### src/sv/rlb_pkg.sv
// Shared types and the per-channel operand setup for the layer blend pipeline.
package rlb_pkg;

   typedef enum logic [3:0] {
      MODE_NORMAL   = 4'd0,
      MODE_MULTIPLY = 4'd1,
      MODE_ADDITIVE = 4'd2,
      MODE_BURN     = 4'd3,
      MODE_DODGE    = 4'd4,
      MODE_REFLECT  = 4'd5,
      MODE_GLOW     = 4'd6,
      MODE_OVERLAY  = 4'd7,
      MODE_DIFF     = 4'd8,
      MODE_NEGATION = 4'd9,
      MODE_LIGHTEN  = 4'd10,
      MODE_DARKEN   = 4'd11,
      MODE_SCREEN   = 4'd12,
      MODE_XOR      = 4'd13
   } mode_type;

   // How the last stage forms the channel value.
   typedef enum logic [1:0] {
      KIND_DIRECT = 2'd0,
      KIND_QUOT   = 2'd1,
      KIND_INV    = 2'd2
   } kind_type;

   localparam int DivBitsPerStage = 4;

   typedef struct packed {
      kind_type   kind;
      logic [7:0] val;     // result for direct modes
      logic       sat;     // quotient is 256 or more
      logic [7:0] rem;     // partial remainder
      logic [7:0] num_lo;  // numerator bits not yet consumed
      logic [7:0] den;
      logic [7:0] quo;
   } chan_type;

   typedef struct packed {
      chan_type [2:0] ch;
      logic [7:0]     alpha;
   } stage_type;

   function automatic chan_type prep_chan(mode_type mode, logic [7:0] b, logic [7:0] l);
      logic [7:0]        ib;
      logic [7:0]        il;
      logic [7:0]        ma;
      logic [7:0]        mb;
      logic              dbl;
      logic [15:0]       prod;
      logic [15:0]       num;
      logic [8:0]        sum;
      logic signed [9:0] d;
      logic [9:0]        ad;
      chan_type          c;
      ib = ~b;
      il = ~l;
      ma = b;
      mb = l;
      dbl = 1'b0;
      c.kind = KIND_DIRECT;
      c.val = l;
      c.den = 8'd255;
      case (mode)
         MODE_MULTIPLY: c.kind = KIND_QUOT;
         MODE_ADDITIVE: begin
            sum = {1'b0, b} + {1'b0, l};
            c.val = sum[8] ? 8'd255 : sum[7:0];
         end
         MODE_BURN: begin
            if (l == 8'd0) begin
               c.val = 8'd0;
            end else begin
               c.kind = KIND_INV;
               ma = ib;
               mb = 8'd255;
               c.den = l;
            end
         end
         MODE_DODGE: begin
            if (l == 8'd255) begin
               c.val = 8'd255;
            end else begin
               c.kind = KIND_QUOT;
               mb = 8'd255;
               c.den = il;
            end
         end
         MODE_REFLECT: begin
            if (l == 8'd0) begin
               c.val = b;
            end else if (l == 8'd255) begin
               c.val = 8'd255;
            end else begin
               c.kind = KIND_QUOT;
               mb = b;
               c.den = il;
            end
         end
         MODE_GLOW: begin
            if (l == 8'd0) begin
               c.val = b;
            end else if (b == 8'd255) begin
               c.val = 8'd255;
            end else begin
               c.kind = KIND_QUOT;
               ma = l;
               c.den = ib;
            end
         end
         MODE_OVERLAY: begin
            dbl = 1'b1;
            if (l[7]) begin
               c.kind = KIND_INV;
               ma = ib;
               mb = il;
            end else begin
               c.kind = KIND_QUOT;
            end
         end
         MODE_DIFF:    c.val = (b > l) ? b - l : l - b;
         MODE_NEGATION: begin
            d = 10'sd255 - $signed({2'b00, b}) - $signed({2'b00, l});
            ad = d[9] ? 10'(-d) : 10'(d);
            c.val = 8'(10'd255 - ad);
         end
         MODE_LIGHTEN: c.val = (b > l) ? b : l;
         MODE_DARKEN:  c.val = (b < l) ? b : l;
         MODE_SCREEN: begin
            c.kind = KIND_INV;
            ma = ib;
            mb = il;
         end
         MODE_XOR:     c.val = b ^ l;
         default:      c.val = l;
      endcase
      prod = ma * mb;
      num = dbl ? {prod[14:0], 1'b0} : prod;
      c.sat = num[15:8] >= c.den;
      c.rem = num[15:8];
      c.num_lo = num[7:0];
      c.quo = 8'd0;
      return c;
   endfunction

endpackage

### src/sv/rgb_layer_blend_unit.sv
// Top level of the RGB layer blend pipeline.
// Blends a base pixel with a blend pixel under the mode held in the csr
// register, one pixel per clock while rsp_tready is not holding a result.
// The req channel carries one pixel pair per transfer; the rsp channel
// returns one blended pixel per transfer, in the same order.
// A req transfer passes through four register stages before rsp_tvalid
// goes high: operand setup and product, two divider stages of four
// quotient bits each, and the output register. Throughput is one pixel
// per cycle while the output is not stalled; the divider sets the depth.
// The csr write takes effect for pixels accepted after the write edge and
// should be done while the pipeline is empty.
// Reset clears all stage valid bits and sets the mode to normal.
// When the receiver holds rsp_tready low with a result waiting, the whole
// pipeline freezes and req_tready drops in the same cycle; nothing is lost
// or repeated.
module rgb_layer_blend_unit (
   input  logic        clock,
   input  logic        reset,
   input  logic        req_tvalid,
   output logic        req_tready,
   // base_r, base_g, base_b, blend_r, blend_g, blend_b, blend_a
   input  logic [55:0] req_tdata,
   output logic        rsp_tvalid,
   input  logic        rsp_tready,
   // out_r, out_g, out_b, out_a
   output logic [31:0] rsp_tdata,
   input  logic        csr_wr_en,
   input  logic [3:0]  csr_wr_data
);
   rlb_pkg::mode_type  mode_ff;
   logic               adv;
   logic               v1;
   logic               v2;
   logic               v3;
   rlb_pkg::stage_type s1;
   rlb_pkg::stage_type s2;
   rlb_pkg::stage_type s3;

   always_ff @(posedge clock) begin
      if (reset) begin
         mode_ff <= rlb_pkg::MODE_NORMAL;
      end else if (csr_wr_en) begin
         mode_ff <= rlb_pkg::mode_type'(csr_wr_data);
      end
   end

   assign adv = !(rsp_tvalid && !rsp_tready);
   assign req_tready = adv;

   rlb_prep_stage u_prep (
      .clock, .reset, .adv, .in_valid(req_tvalid), .mode(mode_ff),
      .in_data(req_tdata), .out_valid(v1), .out_stage(s1)
   );

   rlb_div_stage u_div_hi (
      .clock, .reset, .adv, .in_valid(v1), .in_stage(s1),
      .out_valid(v2), .out_stage(s2)
   );

   rlb_div_stage u_div_lo (
      .clock, .reset, .adv, .in_valid(v2), .in_stage(s2),
      .out_valid(v3), .out_stage(s3)
   );

   rlb_out_stage u_out (
      .clock, .reset, .adv, .in_valid(v3), .in_stage(s3),
      .out_valid(rsp_tvalid), .out_data(rsp_tdata)
   );
endmodule

### src/sv/rlb_prep_stage.sv
// First pipeline stage: special cases, direct modes, numerator product and divisor.
module rlb_prep_stage (
   input  logic              clock,
   input  logic              reset,
   input  logic              adv,
   input  logic              in_valid,
   input  rlb_pkg::mode_type mode,
   input  logic [55:0]       in_data,
   output logic              out_valid,
   output rlb_pkg::stage_type out_stage
);
   logic               valid_ff;
   rlb_pkg::stage_type stage_ff;
   rlb_pkg::stage_type stage_in;

   always_comb begin
      for (int i = 0; i < 3; i++) begin
         stage_in.ch[i] = rlb_pkg::prep_chan(mode, in_data[8*i +: 8], in_data[24 + 8*i +: 8]);
      end
      stage_in.alpha = in_data[55:48];
   end

   always_ff @(posedge clock) begin
      if (reset) begin
         valid_ff <= 1'b0;
      end else if (adv) begin
         valid_ff <= in_valid;
      end
   end

   always_ff @(posedge clock) begin
      if (adv) begin
         stage_ff <= stage_in;
      end
   end

   assign out_valid = valid_ff;
   assign out_stage = stage_ff;
endmodule

### src/sv/rlb_div_stage.sv
// Restoring divider stage: retires four quotient bits of every channel.
module rlb_div_stage (
   input  logic               clock,
   input  logic               reset,
   input  logic               adv,
   input  logic               in_valid,
   input  rlb_pkg::stage_type in_stage,
   output logic               out_valid,
   output rlb_pkg::stage_type out_stage
);
   logic               valid_ff;
   rlb_pkg::stage_type stage_ff;
   rlb_pkg::stage_type stage_in;

   always_comb begin
      logic [8:0] t;
      stage_in = in_stage;
      for (int i = 0; i < 3; i++) begin
         for (int s = 0; s < rlb_pkg::DivBitsPerStage; s++) begin
            t = {stage_in.ch[i].rem, stage_in.ch[i].num_lo[7]};
            stage_in.ch[i].num_lo = {stage_in.ch[i].num_lo[6:0], 1'b0};
            if (t >= {1'b0, stage_in.ch[i].den}) begin
               stage_in.ch[i].rem = 8'(t - {1'b0, stage_in.ch[i].den});
               stage_in.ch[i].quo = {stage_in.ch[i].quo[6:0], 1'b1};
            end else begin
               stage_in.ch[i].rem = t[7:0];
               stage_in.ch[i].quo = {stage_in.ch[i].quo[6:0], 1'b0};
            end
         end
      end
   end

   always_ff @(posedge clock) begin
      if (reset) begin
         valid_ff <= 1'b0;
      end else if (adv) begin
         valid_ff <= in_valid;
      end
   end

   always_ff @(posedge clock) begin
      if (adv) begin
         stage_ff <= stage_in;
      end
   end

   assign out_valid = valid_ff;
   assign out_stage = stage_ff;
endmodule

### src/sv/rlb_out_stage.sv
// Output register: picks direct, saturated or inverted quotient per channel.
module rlb_out_stage (
   input  logic               clock,
   input  logic               reset,
   input  logic               adv,
   input  logic               in_valid,
   input  rlb_pkg::stage_type in_stage,
   output logic               out_valid,
   output logic [31:0]        out_data
);
   logic        valid_ff;
   logic [31:0] data_ff;
   logic [31:0] data_in;

   always_comb begin
      for (int i = 0; i < 3; i++) begin
         case (in_stage.ch[i].kind)
            rlb_pkg::KIND_QUOT:
               data_in[8*i +: 8] = in_stage.ch[i].sat ? 8'd255 : in_stage.ch[i].quo;
            rlb_pkg::KIND_INV:
               data_in[8*i +: 8] = in_stage.ch[i].sat ? 8'd0 : ~in_stage.ch[i].quo;
            default:
               data_in[8*i +: 8] = in_stage.ch[i].val;
         endcase
      end
      data_in[31:24] = in_stage.alpha;
   end

   always_ff @(posedge clock) begin
      if (reset) begin
         valid_ff <= 1'b0;
      end else if (adv) begin
         valid_ff <= in_valid;
      end
   end

   always_ff @(posedge clock) begin
      if (adv) begin
         data_ff <= data_in;
      end
   end

   assign out_valid = valid_ff;
   assign out_data  = data_ff;
endmodule

### config.mk
export PLATFORM = sky130hd
export DESIGN_NAME = rgb_layer_blend_unit
export DESIGN_NICKNAME = d
export VERILOG_FILES = /design/src/sv/rlb_pkg.sv /design/src/sv/rgb_layer_blend_unit.sv /design/src/sv/rlb_prep_stage.sv /design/src/sv/rlb_div_stage.sv /design/src/sv/rlb_out_stage.sv
export SDC_FILE = /design/constraint.sdc
export NUM_CORES = 2
export LEC_CHECK = 0
export BUFFER_PORTS_ARGS = -buffer_cell sky130_fd_sc_hd__buf_2
export CORE_ASPECT_RATIO = 1.4
export CORE_MARGIN = 2
export CORE_UTILIZATION = 55
export CTS_CLUSTER_SIZE = 30
export DETAILED_ROUTE_END_ITERATION = 10
export HOLD_SLACK_MARGIN = 0.12
export PLACE_DENSITY = 0.73
export SYNTH_ARGS = -nofsm -noshare
export SYNTH_HDL_FRONTEND = slang
export SYNTH_SLANG_ARGS = --single-unit
### constraint.sdc
create_clock -name clock -period 14.2 [get_ports clock]
set_clock_uncertainty 0.05 [all_clocks]
set_input_delay 1.42 -clock clock [delete_from_list [all_inputs] [get_ports clock]]
set_output_delay 1.42 -clock clock [all_outputs]
set_load 0.005 [all_outputs]
==> tab_implementation.tex <==
\begin{tabular}{lr}
\hline
Metric & Value \\
\hline
\multicolumn{2}{l}{\textbf{Run status}} \\
Status & finished clean \\
\multicolumn{2}{l}{\textbf{Yosys}} \\
Compound-Gate Fraction of Synth Area & 19.2\% \\
Proportion of synthesized chip area in sequential cells & 27.5\% \\
Number of instances in the synthesized netlist & 4051 \\
Post-Synth Adder-Cell Area & 22.7\% \\
Synth Net Count & 4684 \\
Number of warnings reported in the yosys synthesis log & 0 \\
Number of enable flip-flop cells after synthesis & 323 \\
Post-Synthesis Mean Instance Area & 8.85 µm² \\
Share of the synthesized netlist area taken by xor and xnor gates & 4.15\% \\
Post-synthesis sequential element count & 331 \\
Synthesized-area fraction occupied by and/or/nand/nor cells & 14.9\% \\
Share of synthesized area spent on multiplexers & 5.14\% \\
Proportion of synthesized flip-flops having asynchronous set or reset & 0\% \\
Post-synthesis cell type count & 89 \\
Main combinational cell family by area after synthesis & adder cells \\
Mapped cell area & 35900 µm² \\
Most used DFF post-synth & edfxtp\_1 \\
\multicolumn{2}{l}{\textbf{Finish}} \\
Nets@finish & 4700 \\
Most common cell after layout, fill and taps aside & inv\_1 \\
Layout overhead on the synthesized area & 6.69\% \\
Footprint of the multi-input gates & 23800 µm² \\
Filler cell count & 5692 \\
Post-route non-filler standard cell count & 4937 \\
Commonest cells after routing, fill and taps aside & 447 x inv\_1, 429 x ha\_1, 361 x nor2\_1 \\
Area used by sequential logic in the layout & 9860 µm² \\
Fraction of layout cells with a size suffix above 1 & 8.09\% \\
\multicolumn{2}{l}{\textbf{Worst setup path}} \\
Crit end category & register \\
Reg-to-reg critical path startpoint & u\_prep.out\_stage[60] \\
Data required time of the critical path & 14.43 ns \\
Critical Path Max Stage Delay & 0.49 ns \\
Cell repeated most along the worst path & a21oi\_1 \\
R2R cell count & 39 \\
Launching element of the worst setup path & u\_prep.out\_stage[60] \\
Type of the worst setup path & register to register \\
Family with the most delay on the worst path & compound AO/OA/AOI/OAI gates \\
Capture instance of the worst register-to-register path & u\_div\_hi.out\_stage[79] \\
Critical Path Fanout Max & 15 \\
Buffers plus inverters on the worst setup path & 5 \\
Slowest cell on the critical path & o311a\_1 \\
R2R Setup Slk & 4.46 ns \\
Startpoint kind of the worst setup timing path & register \\
Critical path arrival & 9.96 ns \\
\multicolumn{2}{l}{\textbf{Drt}} \\
Via count & 30473 \\
Antenna violation net count after detailed routing & 0 \\
Final Routed Wirelength & 96200 µm \\
Vias per std cell & 6.17 \\
Number of detailed-routing iterations run before antenna repair & 7 \\
DRC violation count after routing & 0 \\
WL/cell & 19.5 µm \\
Initial drt markers & 2891 \\
\multicolumn{2}{l}{\textbf{CTS}} \\
Number of H-tree levels & 2 \\
Clock input transition at the sequential cells of the worst setup and hold paths & 0.06 ns \\
Number of sinks driven by the clock tree & 331 \\
CTS Root Buffer Type & clkbuf\_16 \\
Number of resized instances in the post-cts repair step & 0 \\
Insertion delay to the later sink of the worst-skew pair & 0.55 ns \\
TritonCTS clock tree & done \\
Quantity of hold-fixing buffers added after cts & 0 \\
Clock tree buffer depth & 3 \\
Total setup buffers inserted after CTS & 0 \\
Total CTS buffers & 35 \\
\multicolumn{2}{l}{\textbf{Floorplanning}} \\
Row count & 110 \\
Initial standard-cell utilization of the core & 55.7\% \\
Vert. Die Dim & 306 µm \\
Area inside the core boundary & 64400 µm² \\
Die Width & 220 µm \\
Boundary Pins & 99 \\
Die area & 67300 µm² \\
\multicolumn{2}{l}{\textbf{STA}} \\
Final count of pins violating max slew & 0 \\
Share of the clock period used by the worst path after layout & 68.6\% \\
Post-route minimum period & 9.74 ns \\
Maximum operating frequency & 0.103 GHz \\
Setup WS post-layout & 4.46 ns \\
Unrepaired setup endpoints after global routing & false \\
Setup violations, final & 0 \\
Worst-margin pin slew & 1.22 ns \\
Fin. Hold Viols & 0 \\
Summed negative setup slack over all endpoints & 0 ns \\
Relative slew slack & 18.0\% \\
Smallest hold slack & 0.356 ns \\
\multicolumn{2}{l}{\textbf{Hold path}} \\
Terminating pin of the worst hold path & u\_div\_lo.out\_stage[85] \\
HP Start & u\_div\_hi.out\_stage[85] \\
Hold Path Depth & 0 \\
Type of the most critical hold path & register to register \\
\multicolumn{2}{l}{\textbf{Place}} \\
Pre-CTS setup slack & 4.58 ns \\
Final weighted congestion of routability-driven global placement & 1.01 \\
HPWL after detailed placement & 74700 µm \\
Port-buffer cells & 98 \\
Placed Instances & 4870 \\
\multicolumn{2}{l}{\textbf{Global route}} \\
Vias in the first global route & 29596 \\
Overall global routing resource usage & 28.2\% \\
Residual overflow from global routing & 0 \\
Maximum number of pins on one net before global-route repair & 167 \\
First-pass GRT wire length & 153000 µm \\
Initial antenna violation count & 9 \\
\multicolumn{2}{l}{\textbf{Run}} \\
Total of max-cap violations & 0 \\
\multicolumn{2}{l}{\textbf{Power and ir drop}} \\
PD cells & 266 nW/µm² \\
Static Leakage & 17.6 nW \\
Max VDD drop & 0.176 mV \\
\hline
\end{tabular}
[synthesized netlist by cell type (all sizes together), types with 26 or more instances]
cell type  number  area (µm²)
a21oi         269        1350
o211ai         37         288
o21bai         29         218
nand2         308        1160
or2            27         169
nand3          62         310
xor2           60         526
nand2b         73         457
o22ai          30         188
mux2           90        1020
fa            139        2780
a31oi          27         184
nor2b          65         407
nand4          32         200
xnor2         110         963
nor3           74         370
inv           448        1690
mux2i          80         801
o21ai         328        1640
a21o           78         586
and2           28         175
edfxtp        323        9700
o21a           38         285
clkbuf        129         484
ha            429        5370
a211oi         26         200
nor2          363        1360
[through the flow]
step	total power [mW]	utilization, %	cell area [µm²]
2_1_floorplan	7.67	-	35900
3_3_place_gp	8.95	57.6	37100
3_5_place_dp	9.14	57.6	37100
4_1_cts	10.1	59.4	38300
5_1_grt	11.1	59.4	38300
6_report	10.2	59.4	38300
[area by class of cell]
class,instances,area share (%)
Multi-Input combinational cell,3120,62.1
Sequential cell,331,25.8
Inverter,450,4.44
Tap cell,840,2.75
Clock buffer,40,2.34
Timing Repair Buffer,129,1.92
Clock inverter,23,0.687
Antenna cell,4,0.0262
[metal layers]
layer,GRT usage (%),part of all wire [%]
met5,0,0.077
met4,14.1,5.5
met3,3.63,7.1
met2,48.6,48
met1,34.5,39
[worst max-delay path by stage]
stage,slack (ns),to,cells after the start
final,4.46,u_div_hi.out_stage[79],39
after global routing,3.84,u_div_hi.out_stage[82],39
after detailed placement,4.58,u_div_hi.out_stage[79],39
after global placement,4.78,u_div_hi.out_stage[81],39
after CTS,4.54,u_div_hi.out_stage[79],39
after floorplan,2.30,req_tready,2
[logic make-up (layout without fill, tap and decap cells)]
group,after synthesis,count (layout)
AO/OA/AOI/OAI,1079,1079
XOR/XNOR,170,170
adder cells (fa/ha/maj),568,568
buffers and inverters,600,642
flip-flops,331,331
multiplexers,171,171
other,0,4
AND/OR/NAND/NOR,1132,1132
[power by group]
part / internal (mW) / total [mW] / switching (mW)
clock: 0.521 / 0.924 / 0.403
sequential: 1.60 / 1.72 / 0.123
combinational: 3.45 / 7.51 / 4.07
[state kept, by name (all words and copies together), names as in the netlist]
register	flops
mode_ff	4
u_out.out_data	32
u_out.out_valid	1
u_div_hi.out_stage	113
u_div_hi.out_valid	1
u_prep.out_stage	113
u_div_lo.out_valid	1
u_prep.out_valid	1
u_div_lo.out_stage	65
Power figures use the tool's default switching activity.
